--- src/rtl/decimal_digit_calculator_alu_core_macros.svh ---
// Assertion macros for the calculator RTL
`ifndef DECIMAL_DIGIT_CALCULATOR_ALU_CORE_MACROS_SVH
`define DECIMAL_DIGIT_CALCULATOR_ALU_CORE_MACROS_SVH

// checked only outside reset
`define DDC_ASSERT(lbl, prop, msg) \
    lbl: assert property (@(posedge aclk) disable iff (!aresetn) prop) else $error(msg);

// checked at every edge, reset included
`define DDC_ASSERT_ALWAYS(lbl, prop, msg) \
    lbl: assert property (@(posedge aclk) prop) else $error(msg);

`endif

--- src/rtl/ddcalu_pkg.sv ---
// Types, constants and helper functions of the decimal calculator ALU
package ddcalu_pkg;

    localparam int NUM_POS = 8;   // digit positions in a beat
    localparam int OPD_W   = 28;  // operand value: 15 * 11111111 fits
    localparam int VAL_W   = 27;  // shown value: at most 99999999
    localparam int RAW_W   = 2 * OPD_W;

    typedef enum logic [1:0] {
        OP_ADD = 2'd0,
        OP_SUB = 2'd1,
        OP_MUL = 2'd2,
        OP_DIV = 2'd3
    } op_t;

    typedef struct packed {
        logic [1:0]  operation;
        logic [31:0] a_digits;
        logic [7:0]  a_present;
        logic [31:0] b_digits;
        logic [7:0]  b_present;
    } in_t;

    typedef struct packed {
        logic [31:0] answer_digits;
        logic [7:0]  answer_present;
        logic        error;
    } out_t;

    // data riding alongside the divider
    typedef struct packed {
        logic             is_div;
        logic             b_zero;
        logic             bad;
        logic [VAL_W-1:0] value;
    } side_t;

    function automatic logic [OPD_W-1:0] pow10(input int n);
        logic [OPD_W-1:0] p;
        p = OPD_W'(1);
        for (int i = 0; i < NUM_POS; i++) begin
            if (i < n) begin
                p = OPD_W'(p * OPD_W'(10));
            end
        end
        return p;
    endfunction

    function automatic longint unsigned disp_limit(input int digits,
                                                   input longint unsigned maxv);
        longint unsigned top;
        top = 1;
        for (int i = 0; i < NUM_POS; i++) begin
            if (i < digits) begin
                top = top * 10;
            end
        end
        top = top - 1;
        if (maxv < top) begin
            top = maxv;
        end
        return top;
    endfunction

endpackage

--- src/rtl/ddcalu_div.sv ---
// Pipelined restoring divider, one quotient bit per stage
module ddcalu_div (
    input  logic                          aclk,
    input  logic                          aresetn,
    input  logic                          en,
    input  logic                          in_vld,
    input  logic [ddcalu_pkg::OPD_W-1:0]  in_dividend,
    input  logic [ddcalu_pkg::OPD_W-1:0]  in_divisor,
    input  ddcalu_pkg::side_t             in_side,
    output logic                          out_vld,
    output logic [ddcalu_pkg::OPD_W-1:0]  out_quo,
    output ddcalu_pkg::side_t             out_side
);
    localparam int W = ddcalu_pkg::OPD_W;

    logic [W:0]   vld_st;
    logic [W-1:0] rem_st [0:W];
    logic [W-1:0] dq_st  [0:W];  // dividend shifts out, quotient shifts in
    logic [W-1:0] dvs_st [0:W];
    ddcalu_pkg::side_t side_st [0:W];

    logic [W:1]   vld_reg;
    logic [W-1:0] rem_reg  [1:W];
    logic [W-1:0] dq_reg   [1:W];
    logic [W-1:0] dvs_reg  [1:W];
    ddcalu_pkg::side_t side_reg [1:W];

    assign vld_st[0]  = in_vld;
    assign rem_st[0]  = '0;
    assign dq_st[0]   = in_dividend;
    assign dvs_st[0]  = in_divisor;
    assign side_st[0] = in_side;

    for (genvar k = 0; k < W; k++) begin : g_stage
        logic [W:0]   trial;
        logic         qbit;
        logic [W-1:0] rem_next;

        always_comb begin
            trial    = {rem_st[k], dq_st[k][W-1]};
            qbit     = (trial >= {1'b0, dvs_st[k]});
            rem_next = qbit ? W'(trial - {1'b0, dvs_st[k]}) : W'(trial);
        end

        always_ff @(posedge aclk) begin
            if (!aresetn) begin
                vld_reg[k+1] <= 1'b0;
            end else if (en) begin
                vld_reg[k+1] <= vld_st[k];
            end
        end

        always_ff @(posedge aclk) begin
            if (en) begin
                rem_reg[k+1]  <= rem_next;
                dq_reg[k+1]   <= {dq_st[k][W-2:0], qbit};
                dvs_reg[k+1]  <= dvs_st[k];
                side_reg[k+1] <= side_st[k];
            end
        end

        assign vld_st[k+1]  = vld_reg[k+1];
        assign rem_st[k+1]  = rem_reg[k+1];
        assign dq_st[k+1]   = dq_reg[k+1];
        assign dvs_st[k+1]  = dvs_reg[k+1];
        assign side_st[k+1] = side_reg[k+1];
    end

    assign out_vld  = vld_st[W];
    assign out_quo  = dq_st[W];
    assign out_side = side_st[W];

endmodule

--- config.mk ---
export PLATFORM = sky130hd
export DESIGN_NAME = ddcalu_div
export DESIGN_NICKNAME = d
export VERILOG_FILES = /design/src/rtl/decimal_digit_calculator_alu_core_macros.svh /design/src/rtl/ddcalu_pkg.sv /design/src/rtl/ddcalu_div.sv
export SDC_FILE = /design/constraint.sdc
export NUM_CORES = 2
export LEC_CHECK = 0
export CORE_ASPECT_RATIO = 1.1
export CORE_MARGIN = 4
export CORE_UTILIZATION = 45
export CTS_BUF_LIST = sky130_fd_sc_hd__clkbuf_4
export CTS_CLUSTER_DIAMETER = 120
export DETAILED_ROUTE_END_ITERATION = 10
export DONT_BUFFER_PORTS = 1
export PLACE_DENSITY_LB_ADDON = 0.08
export SYNTH_ARGS = -nofsm -noshare
export SYNTH_HDL_FRONTEND = slang
export SYNTH_SLANG_ARGS = --single-unit
--- constraint.sdc ---
create_clock -name aclk -period 3.3 [get_ports aclk]
set_input_delay 0.66 -clock aclk [delete_from_list [all_inputs] [get_ports aclk]]
set_output_delay 0.66 -clock aclk [all_outputs]
set_load 0.01 [all_outputs]
==> results.sh <==
export IMPL_firstDrtPassIters=7
export IMPL_fin_tns_setup_ps=-6730
export IMPL_grt_first_pass_wirelength_um=493000
export IMPL_synth_simple_area_share=0.0624
export IMPL_synth_flop_cell="edfxtp_1"
export IMPL_endpoint_kind="flip-flop"
export IMPL_timing_rr_start="dq_reg[6][27]$_DFFE_PP_"
export IMPL_vias_per_cell=5.17
export IMPL_power_density_nw_per_um2=930
export IMPL_path_class="reg -> reg"
export IMPL_tightestPinTransition_ps=1350
export IMPL_io_buffers=0
export IMPL_initial_core_util=0.453
export IMPL_synth_seq_cells=3164
export IMPL_ys_types=109
export IMPL_largest_register_ffs=840
export IMPL_synth_edf_count=3136
export IMPL_fin_crit_sh=1.05
export IMPL_crit_slowest_cell="edfxtp_1"
export IMPL_grt_max_degree=299
export IMPL_synth_warnings=0
export IMPL_min_to="side_reg[0][80]$_DFFE_PP_"
export IMPL_drcViolationCount=0
export IMPL_critPathLaunchType="flip-flop"
export IMPL_cts_root_buffer="clkbuf_4"
export IMPL_worstHoldPathType="in -> reg"
export IMPL_dp_cells=15200
export IMPL_areaGrowthSynthToFinish_pct=23.9
export IMPL_syn_nets=11100
export IMPL_die_area_um2=327000
export IMPL_fp_dieW_um=545
export IMPL_slowest_delay_ps=450
export IMPL_dpl_instance_area_um2=156000
export IMPL_maxSlewViolCount=0
export IMPL_reg2reg_slack_ps=-170
export IMPL_min_path_cells=7
export IMPL_rsz0062_at_grt="true"
export IMPL_skew_ps=126
export IMPL_antenna_found_initial=7
export IMPL_synth_top_family_by_area="compound AO/OA/AOI/OAI gates"
export IMPL_synth_fa_ha_area_frac=0.0700
export IMPL_numCtsBuffers=810
export IMPL_grt_total_usage=0.189
export IMPL_violations="negative setup slack"
export IMPL_p_total_mw=165
export IMPL_rows=216
export IMPL_clkSinkCount=3164
export IMPL_drtIter0Drc=4994
export IMPL_yosysTopAreaCellShare=0.659
export IMPL_ys_seq_area_frac=0.663
export IMPL_muxShareOfSynthArea=0.0352
export IMPL_drive_gt1_frac=0.289
export IMPL_clkTransAtPathRegs_ps=70
export IMPL_maxCapViolCount=0
export IMPL_timing_reg2reg_worst_path_depth=13
export IMPL_synthXorXnorAreaFrac=0.0363
export IMPL_power_leakage_nw=71.3
export IMPL_cts_tree="done"
export IMPL_slew_headroom=0.101
export IMPL_cp_common_cell="o21ai_1"
export IMPL_hold_viol=0
export IMPL_clk_latency_ps=1520
export IMPL_final_cell_mix="edfxtp_1, buf_4, clkbuf_4"
export IMPL_synth_area_leaders="edfxtp_1, ha_1, mux2_2, inv_1, a21oi_1"
export IMPL_ant_nets=0
export IMPL_design_area_um2=177000
export IMPL_dp_hpwl_um=215000
export IMPL_vias=89100
export IMPL_grt_pass1_vias=90200
export IMPL_synth_area_per_cell_um2=13.9
export IMPL_ios=149
export IMPL_regToRegEndpoint="rem_reg[0][388]$_DFFE_PP_"
export IMPL_syn_cell_area_um2=143000
export IMPL_syn_inst=10200
export IMPL_synth_compound_area_frac=0.100
export IMPL_status="complete, but fails checks"
export IMPL_hp_start="en"
export IMPL_synth_top_cell_by_area="edfxtp_1"
export IMPL_cp_required_ps=4490
export IMPL_totalWireLength_um=326000
export IMPL_die_y_um=599
export IMPL_fin_crit_ps=3470
export IMPL_htreeDepth=6
export IMPL_wl_per_cell_um=18.9
export IMPL_core_area_um2=315000
export IMPL_arrival_ps=4660
export IMPL_layout_nets=13400
export IMPL_ir_worst_vdd_mv=0.399
export IMPL_final_common_cell="edfxtp_1"
export IMPL_synth_async_reset_ratio=0
export IMPL_setup_viol=89
export IMPL_cp_max_fo=3
export IMPL_worst_hold_slack_ps=211
export IMPL_instances_no_fill=17200
export IMPL_gp_congestion=0.914
export IMPL_gr_total_overflow=0
export IMPL_max_freq_ghz=0.288
export IMPL_clock_path_buffers=4
export IMPL_setup_ws_ps=-173
export IMPL_cp_cell_sequence="inv_1 > ha_2 > fa_2 > nor2b_1 > o21ai_1 > a21boi_1 > o41a_1 > a211o_1 > a21o_1 > a221o_1 > a221oi_2 > xor2_1 > o21ai_1"
-- Yosys cell counts (81+ instances only) --
cell type	count
edfxtp_1	3136
inv_1	978
ha_1	758
a21oi_1	682
nor2_1	542
nand2_1	468
o21ai_0	418
mux2_2	377
xnor2_1	367
a21o_1	357
xor2_1	225
nand3_1	142
nor2b_1	139
nor3_1	122
clkbuf_1	110
o21a_1	94
a31oi_1	90
nand4_1	89
o21bai_1	81
-- critical path: cells and delay by family (launching register included) --
kind / cells / cell delay (ps)
AOI/OAI and AO/OA: 8 / 2000
xor gates and xnor gates: 1 / 180
adders and majority gates: 2 / 410
buffers and inverters: 1 / 90
DFF: 1 / 450
and+or+nand+nor: 1 / 50
-- where the power goes --
part | internal [mW] | switching, mW | total [mW] | leakage (nW)
registers | 54.6 | 4.51 | 59.1 | 30.9
logic | 37.1 | 36.1 | 73.3 | 34.5
clock network | 16.5 | 15.8 | 32.3 | 5.93
-- per-stage QoR --
step	setup WS (ps)	utilization
after global placement	-1630	0.494
after CTS	-240	0.544
final	-173	0.561
after detailed placement	-1730	0.494
after floorplan	89.6	-
after global routing	-393	0.561
-- logic make-up (layout without fill, tap and decap cells) --
group / count (synthesis) / in the layout
AND/OR/NAND/NOR: 1856 / 1856
adder cells (fa/ha/maj): 784 / 784
multiplexers: 450 / 450
XOR/XNOR: 592 / 592
buffers and inverters: 1187 / 4028
AO/OA/AOI/OAI: 2215 / 2215
flip-flops: 3164 / 3164
other: 0 / 8
-- routing by layer --
| layer | GRT usage | part of all wire |
|---|---|---|
| met5 | 0 | 0.000021 |
| met3 | 0.0328 | 0.041 |
| met2 | 0.335 | 0.51 |
| met4 | 0.0692 | 0.034 |
| met1 | 0.231 | 0.42 |
-- worst max-delay path by stage --
stage / slack, ps / start / end / cells past startpoint
after floorplan: 90 / dvs_reg[1][1]$_DFFE_PP_ / rem_reg[0][495]$_DFFE_PP_ / 13
after global placement: -1630 / en / rem_reg[0][484]$_DFFE_PP_ / 5
after detailed placement: -1730 / en / dvs_reg[1][34]$_DFFE_PP_ / 5
after CTS: -240 / dq_reg[6][27]$_DFFE_PP_ / rem_reg[0][388]$_DFFE_PP_ / 13
after global routing: -390 / dq_reg[6][27]$_DFFE_PP_ / rem_reg[0][388]$_DFFE_PP_ / 13
final: -170 / dq_reg[6][27]$_DFFE_PP_ / rem_reg[0][388]$_DFFE_PP_ / 13
-- what timing repair did --
action                                  4_1_cts  5_1_grt
hold buffers                                180       10
endpoints found under the setup margin      613     1071
gates cloned                                 22       29
endpoints found under the hold margin       358      216
pin swaps                                   232      343
resized for setup                           504      695
setup buffers                               188      200
-- area by class of cell --
| class | count | area, um^2 |
|---|---|---|
| fill | 26100 | 138000 |
| sequential | 3164 | 94700 |
| multi-input combinational | 5897 | 48500 |
| timing repair buffer | 1640 | 14800 |
| clock buffer | 1105 | 8300 |
| tap | 4142 | 5180 |
| inverter | 979 | 3680 |
| clock inverter | 304 | 1750 |
| antenna | 8 | 20.0 |
No activity file was read; power rests on OpenSTA's default activity.
